$ cat src/pas_pkg.sv
package pas_pkg;

    localparam int NUM_TABLES        = 5;
    localparam int TABLE_ENTRIES_DEF = 64;
    localparam int QUEUE_DEPTH       = 2;

    localparam logic [15:0] ARP_KIND         = 16'h0806;
    localparam logic [15:0] FRAG_OFFSET_MASK = 16'h1fff;
    localparam logic [19:0] MICROS_MAX       = 20'd999999;
    localparam logic [19:0] MICROS_PER_SEC   = 20'd1000000;

    typedef enum logic {
        OP_UPDATE = 1'b0,
        OP_QUERY  = 1'b1
    } opcode_t;

    localparam logic [2:0] TBL_MAC_SRC = 3'd0;
    localparam logic [2:0] TBL_MAC_DST = 3'd1;
    localparam logic [2:0] TBL_IP_SRC  = 3'd2;
    localparam logic [2:0] TBL_IP_DST  = 3'd3;
    localparam logic [2:0] TBL_ARP     = 3'd4;

    typedef struct packed {
        logic        opcode;
        logic [31:0] stamp_seconds;
        logic [19:0] stamp_micros;
        logic [15:0] frame_length;
        logic [47:0] source_mac;
        logic [47:0] dest_mac;
        logic [15:0] ether_kind;
        logic [15:0] fragment_field;
        logic [31:0] source_ip;
        logic [31:0] dest_ip;
        logic [2:0]  table_select;
        logic [5:0]  entry_index;
    } in_item_t;

    typedef struct packed {
        logic [31:0] packet_number;
        logic [31:0] elapsed_seconds;
        logic [19:0] elapsed_micros;
        logic [4:0]  dropped_mask;
        logic        entry_valid;
        logic [47:0] entry_key;
        logic [31:0] entry_count;
        logic [15:0] shortest_length;
        logic [15:0] longest_length;
        logic [47:0] length_total;
    } out_item_t;

    // Classified work handed from front to back.
    typedef struct packed {
        logic        query;
        logic [31:0] seconds;
        logic [19:0] micros;
        logic [15:0] frame_length;
        logic [4:0]  lookup_mask;    // tables that take a lookup
        logic        arp_second;     // ARP table takes a second key
        logic [47:0] source_mac;
        logic [47:0] dest_mac;
        logic [31:0] source_ip;
        logic [31:0] dest_ip;
        logic [2:0]  table_select;
        logic [5:0]  entry_index;
    } work_t;

    typedef enum logic [2:0] {
        ST_IDLE,
        ST_PICK,
        ST_SCAN,
        ST_WAIT,
        ST_QREAD,
        ST_QWAIT,
        ST_EMIT
    } back_state_t;

endpackage

$ cat src/pas_front.sv
module pas_front (
    input  logic            clk,
    input  logic            rst_n,
    input  logic            valid,
    output logic            ready,
    input  pas_pkg::in_item_t data,
    output logic            work_valid,
    input  logic            work_ready,
    output pas_pkg::work_t  work_data
);
    import pas_pkg::*;

    work_t             q_reg [QUEUE_DEPTH];
    logic              wr_ptr_reg, wr_ptr_next, rd_ptr_reg, rd_ptr_next;
    logic [1:0]        cnt_reg, cnt_next;
    work_t             cls;
    logic              push, pop;

    always_comb
    begin
        cls              = '0;
        cls.query        = (data.opcode == OP_QUERY);
        cls.seconds      = data.stamp_seconds;
        cls.micros       = (data.stamp_micros > MICROS_MAX) ? MICROS_MAX : data.stamp_micros;
        cls.frame_length = data.frame_length;
        cls.source_mac   = data.source_mac;
        cls.dest_mac     = data.dest_mac;
        cls.source_ip    = data.source_ip;
        cls.dest_ip      = data.dest_ip;
        cls.table_select = data.table_select;
        cls.entry_index  = data.entry_index;
        if (data.opcode == OP_UPDATE)
        begin
            cls.lookup_mask[TBL_MAC_SRC] = 1'b1;
            cls.lookup_mask[TBL_MAC_DST] = 1'b1;
            if (data.ether_kind == ARP_KIND)
            begin
                cls.lookup_mask[TBL_ARP] = 1'b1;
                cls.arp_second           = 1'b1;
            end
            else if ((data.fragment_field & FRAG_OFFSET_MASK) == 16'd0)
            begin
                cls.lookup_mask[TBL_IP_SRC] = 1'b1;
                cls.lookup_mask[TBL_IP_DST] = 1'b1;
            end
        end
    end

    assign ready      = (cnt_reg != 2'(QUEUE_DEPTH));
    assign work_valid = (cnt_reg != 2'd0);
    assign work_data  = q_reg[rd_ptr_reg];
    assign push       = valid && ready;
    assign pop        = work_valid && work_ready;

    always_comb
    begin
        wr_ptr_next = push ? ~wr_ptr_reg : wr_ptr_reg;
        rd_ptr_next = pop ? ~rd_ptr_reg : rd_ptr_reg;
        cnt_next    = cnt_reg + 2'(push) - 2'(pop);
    end

    always_ff @(posedge clk or negedge rst_n)
    begin
        if (!rst_n)
        begin
            wr_ptr_reg <= 1'b0;
            rd_ptr_reg <= 1'b0;
            cnt_reg    <= 2'd0;
        end
        else
        begin
            wr_ptr_reg <= wr_ptr_next;
            rd_ptr_reg <= rd_ptr_next;
            cnt_reg    <= cnt_next;
        end
    end

    always_ff @(posedge clk)
    begin
        if (push)
        begin
            q_reg[wr_ptr_reg] <= cls;
        end
    end
endmodule

$ cat config.mk
export PLATFORM = sky130hd
export DESIGN_NAME = pas_front
export DESIGN_NICKNAME = d
export VERILOG_FILES = /design/src/pas_pkg.sv /design/src/pas_front.sv
export SDC_FILE = /design/constraint.sdc
export NUM_CORES = 1
export LEC_CHECK = 0
export BUFFER_PORTS_ARGS = -buffer_cell sky130_fd_sc_hd__buf_2
export CAP_MARGIN = 20
export CELL_PAD_IN_SITES_DETAIL_PLACEMENT = 0
export CELL_PAD_IN_SITES_GLOBAL_PLACEMENT = 1
export CORE_ASPECT_RATIO = 2
export CORE_MARGIN = 5
export CORE_UTILIZATION = 44
export DETAILED_ROUTE_END_ITERATION = 6
export GPL_TIMING_DRIVEN = 0
export PLACE_DENSITY_LB_ADDON = 0.1
export RECOVER_POWER = 50
export SETUP_SLACK_MARGIN = 0.4
export SLEW_MARGIN = 40
export SYNTH_ARGS = -nofsm -noshare
export SYNTH_HDL_FRONTEND = slang
export SYNTH_SLANG_ARGS = --single-unit
$ cat constraint.sdc
create_clock -name clk -period 12.6 [get_ports clk]
set_clock_uncertainty 0.1 [all_clocks]
set_input_delay 0.63 -clock clk [delete_from_list [all_inputs] [get_ports clk]]
set_output_delay 0.63 -clock clk [all_outputs]
set_load 0.02 [all_outputs]
---- Word-level counts from Yosys, hierarchy flattened ----
Memory sizes are Yosys's and may differ from the RTL's.
Index checks and enable logic that the tools add are counted.
word-level totals
  memories ................................ 1
  output and inout port bits .............. 246
  flip-flop bits (word level) ............. 4
  input port bits ......................... 274
  memory bits (writable) .................. 488
  word-level logic and storage cells ...... 22
cells by class
  equality and inequality tests ........... 2
  reductions and logical operators ........ 4
  muxes and demuxes ....................... 7
  order comparisons ....................... 1
  add/sub/neg operators ................... 2
  bitwise gates (word level) .............. 2
memory list
  memory  words  width  read ports  clocked after Yosys merged registers in  wr ports  RTL line         RTL
  q_reg   2      244    1           0                                        1         pas_front.sv:13  work_t q_reg [QUEUE_DEPTH];
operators by type and width
  cell                                                    number
  greater-than comparator 20 bit (second input constant)  1
  2-to-1 mux 20 bit                                       1
  == test 16 x 12 -> 1 bit (second input constant)        1
  logical NOT 16 bit                                      1
  2-to-1 mux 6 bit                                        1
  2-to-1 mux 2 bit                                        2
  2-to-1 mux 1 bit                                        3
  adder 2 x 1 -> 2 bit                                    1
  logical AND 1 bit                                       2
  inequality test 2 bit (second input constant)           1
  NOT 1 bit                                               2
  nonzero test 2 bit                                      1
  subtractor 2 x 1 -> 2 bit                               1

---- Logic depth before layout (Yosys ltp) ----
  depth in word-level cells ............... 4
  mapped depth ............................ 7
  mapped depth without buffers ............ 7

---- Worst setup path after synthesis ----
OpenSTA, ideal clock, no wires.
  kind .................................... register to register
  from .................................... reg cnt_reg[1]
  to ...................................... mem q_reg[0][0] (netlist name), enable pin
  data required time ...................... 11653 ps
  period minus slack after synthesis ...... 11688 ps
  path buffers ............................ 0
  path slack .............................. 912 ps
  arrival ................................. 10741 ps
  stages on the path, launching flop included .. 4
  library setup time ...................... 847 ps
  cell sequence ........................... dfrtp_1 > nand2b_1 > nand2_1 > nor2_1
between the ends
  cells in the longest elaborated chain, start to end .. 4
RTL lines
  what                                    RTL line         RTL
  from (decl)                             pas_front.sv:15  logic [1:0] cnt_reg, cnt_next;
  from (signal assigned)                  pas_front.sv:74  cnt_reg <= cnt_next;
  inequality test 2 bit                   pas_front.sv:49  assign ready = (cnt_reg != 2'(QUEUE_DEPTH));
  net ready                               pas_front.sv:5   output logic ready,
  logical AND 1 bit                       pas_front.sv:52  assign push = valid && ready;
  2-to-1 mux 1 bit                        pas_front.sv:80  if (push)
  2-to-1 mux 1 bit (not written as such)  pas_front.sv:82  q_reg[wr_ptr_reg] <= cls;
  to (decl)                               pas_front.sv:13
The timed path passes the listed nets, and every way through them passes these cells.

---- Worst setup path in the final report ----
  from .................................... reg cnt_reg[1]
  to ...................................... mem q_reg[1][73] (netlist name), enable pin
between the ends
  cells in the longest elaborated chain, start to end .. 4
RTL lines
  what                                    RTL line
  inequality test 2 bit                   pas_front.sv:49
  logical AND 1 bit                       pas_front.sv:52
  2-to-1 mux 1 bit                        pas_front.sv:80
  2-to-1 mux 1 bit (not written as such)  pas_front.sv:82
No other way between the ends.

==> metrics <==
Post-DP Area=around 22000 sq um; fillers=around 3.3k; Routed WL=44100 um; Final Hold Fails=0; cts bufs inserted=43; top_reg_cell synth=edfxtp_1; area leader, netlist=edfxtp_1; leak pwr=about 8.3 nW; status=finished with violations; I/O pins=520; core area=between 40000 and 50000 sq um; clock root cell=clkbuf_16; post-route ant nets=0; crit path DAT=4.38 ns; Critical Path RT=12.74 ns; Crit path max-delay family=buffers and inverters; ys async rst share=less than 1%; crit-path max FO=34; Worst VDD drop=about 0.00016 V; antenna violations before repair=17; RSZ-0062 raised after global routing=no; sequential power share=between 40% and 50%; Placer Congestion=around 0.76; worst hold stages=1; DP Wirelength=33720 um; Max-Cap Viols=3; fin worst setup slack=roughly 8.4 ns; WL/cell=approximately 22 um; Worst-path clk slew=roughly 0.070 ns; post-placement setup slack=a little over 10 ns; vias in the first global route=10.50k; Tmin final=4.241 ns; share of total power in combinational logic=35.6%; Final Core Density=56.47%; Die H=295.5 um; TritonCTS Sinks=between 400 and 500; Congestion Overflow GR=0; Synth Warn #=0; CTS resizes=0; Reg2Reg Depth=5; ranking of synthesized cells by area=edfxtp_1, mux2_2, buf_6; Vias/cell=4.874; Post-synth EDFFs=~480; H-tree Lvls=2; slowest CP cell=clkbuf_1; layout cells sized above 1=a little over half; final setup violation count=0; IO buf count=between 500 and 600; Relative slew margins=-37.29%; nets=between 1.5k and 2k; GR Util All Layers=18.79%; Net Count, Synth=approximately 1.1k; Critical Path Source Type=register; Largest register FFs=between 400 and 500; Finished Layout Cells=around 2k; slowest stage delay, CP=1.55 ns; Seq/Total Area, Yosys=between 80 and 90%; area of the multi-input gates=~3000 sq um; first-pass GRT wire length=~64000 um; Hold Buf Count CTS=1; FF-to-FF Start=cnt_reg[1]; post-synthesis average cell area=22.10 sq um; post-synth top area share=between 80% and 90%; Achievable Freq=0.2358 GHz; CP bufs+invs=3; Endpoint, Worst Hold=q_reg[1][44]; Power Density=244.9 nW/um^2; R2R Setup Slk=about 8.4 ns; CP Cell Sequence=nand2b_1 -> and3_1 -> clkbuf_1 -> buf_12 -> buf_16; Clk pwr share=23.6%; first drt pass iteration count=4; register bit total from synthesis=about 500; Post-CTS Setup Bufs=0; Bufs on Longest Clock Path=3; commonest non-fill, non-tap cells in the layout=edfxtp_1, buf_2, mux2_2; failing checks=max-capacitance violations, max-slew violations; Critical Path Sink Type=register; Slew Limit Fails=97; Area growth syn-to-layout=27.07%; Final Cell Area=~23000 sq um; Post-Syn Area=17930 sq um; Chip Width=152.7 um; Hold WS=around 0.18 ns; row count=104; Least-Margin Pin Slew=2.059 ns; period utilization=33.66%; storage element area=between 10000 and 15000 sq um; commonest non-fill, non-tap cell in the layout=edfxtp_1; P_sw=around 1.8 mW; Remaining DRCs=0; worst skew pair latency=around 0.54 ns; largest net degree at the start of global routing=37; critical path type=reg2reg; Worst Min Path Start=data[44]; placed cell count=1880; total die area=45120 sq um; CTS tree=done; Reg-to-Reg End=q_reg[1][73]; Min-Delay Path Class=in2reg; Netlist cell types=30; sw frac=32.74%; vias after detailed routing=9562; Pint=3.753 mW; starting density of the core=between 40 and 50%; Mapped Cells=just over 800; DR iter-0 viols=between 300 and 400
[per-layer routing]
layer	part of all wire [%]	track usage, %	routed length, um
met1	31	18.01	13860
met2	56	36.04	24730
met3	8.8	6.840	3888
met4	3.4	7.418	1521
met5	0.20	0	88
[through the flow]
| step | power [mW] | TNS [ns] |
|---|---|---|
| final | 5.579 | 0 |
| after global routing | 5.841 | 0 |
| after CTS | 5.713 | 0 |
| after detailed placement | 4.380 | 0 |
| after floorplan | 3.703 | 0 |
| after global placement | 4.474 | -1296.97 |
[logic make-up after synthesis]
kind of cell | synth area share [%]
buffers and inverters | 1.724
flip-flops | 81.30
AND/OR/NAND/NOR | 1.291
XOR/XNOR | 0.1955
AO/OA/AOI/OAI | 0.2094
multiplexers | 15.14
adder cells (fa/ha/maj) | 0.1396
[power by group through the flow]
stage / Clock [mW] / Combinational, mW / Sequential (mW)
after floorplan: 0 / 1.28 / 2.42
after global placement: 0 / 1.95 / 2.52
after detailed placement: 0 / 2.07 / 2.31
after CTS: 1.36 / 2.08 / 2.27
after global routing: 1.42 / 2.11 / 2.30
final: 1.32 / 1.99 / 2.28
[cell usage after synthesis (2+ instances only)]
cell type	n
edfxtp_1	482
mux2_2	241
buf_6	20
buf_2	7
nor2b_1	7
or2_1	6
nor2_1	5
clkbuf_1	4
dfrtp_1	4
buf_4	3
inv_1	3
nor4_1	3
nor4b_1	3
xnor2_1	3
and2_1	2
ha_1	2
nand2_1	2
nand4_1	2
[final cells by class]
| cell class | instances | share of cell area [%] |
|---|---|---|
| tap | 530 | 2.911 |
| buffer | 34 | 1.307 |
| antenna | 7 | 0.07690 |
| clock inverter | 13 | 0.9228 |
| inverter | 3 | 0.04944 |
| multi-input combinational | 288 | 13.33 |
| sequential | 486 | 63.98 |
| timing repair buffer | 540 | 12.21 |
| clock buffer | 61 | 5.207 |
[worst max path at each step]
stage	end	from	slack, ns	cells past startpoint
after detailed placement	q_reg[1][70]	valid	10.12	5
after global routing	q_reg[1][108]	cnt_reg[0]	8.01	5
after global placement	q_reg[0][75]	valid	-5.40	3
after floorplan	q_reg[0][0]	cnt_reg[1]	0.91	3
final	q_reg[1][73]	cnt_reg[1]	8.36	5
after CTS	work_data[173]	rd_ptr_reg	9.61	6
(Power assumes the default switching activity.)
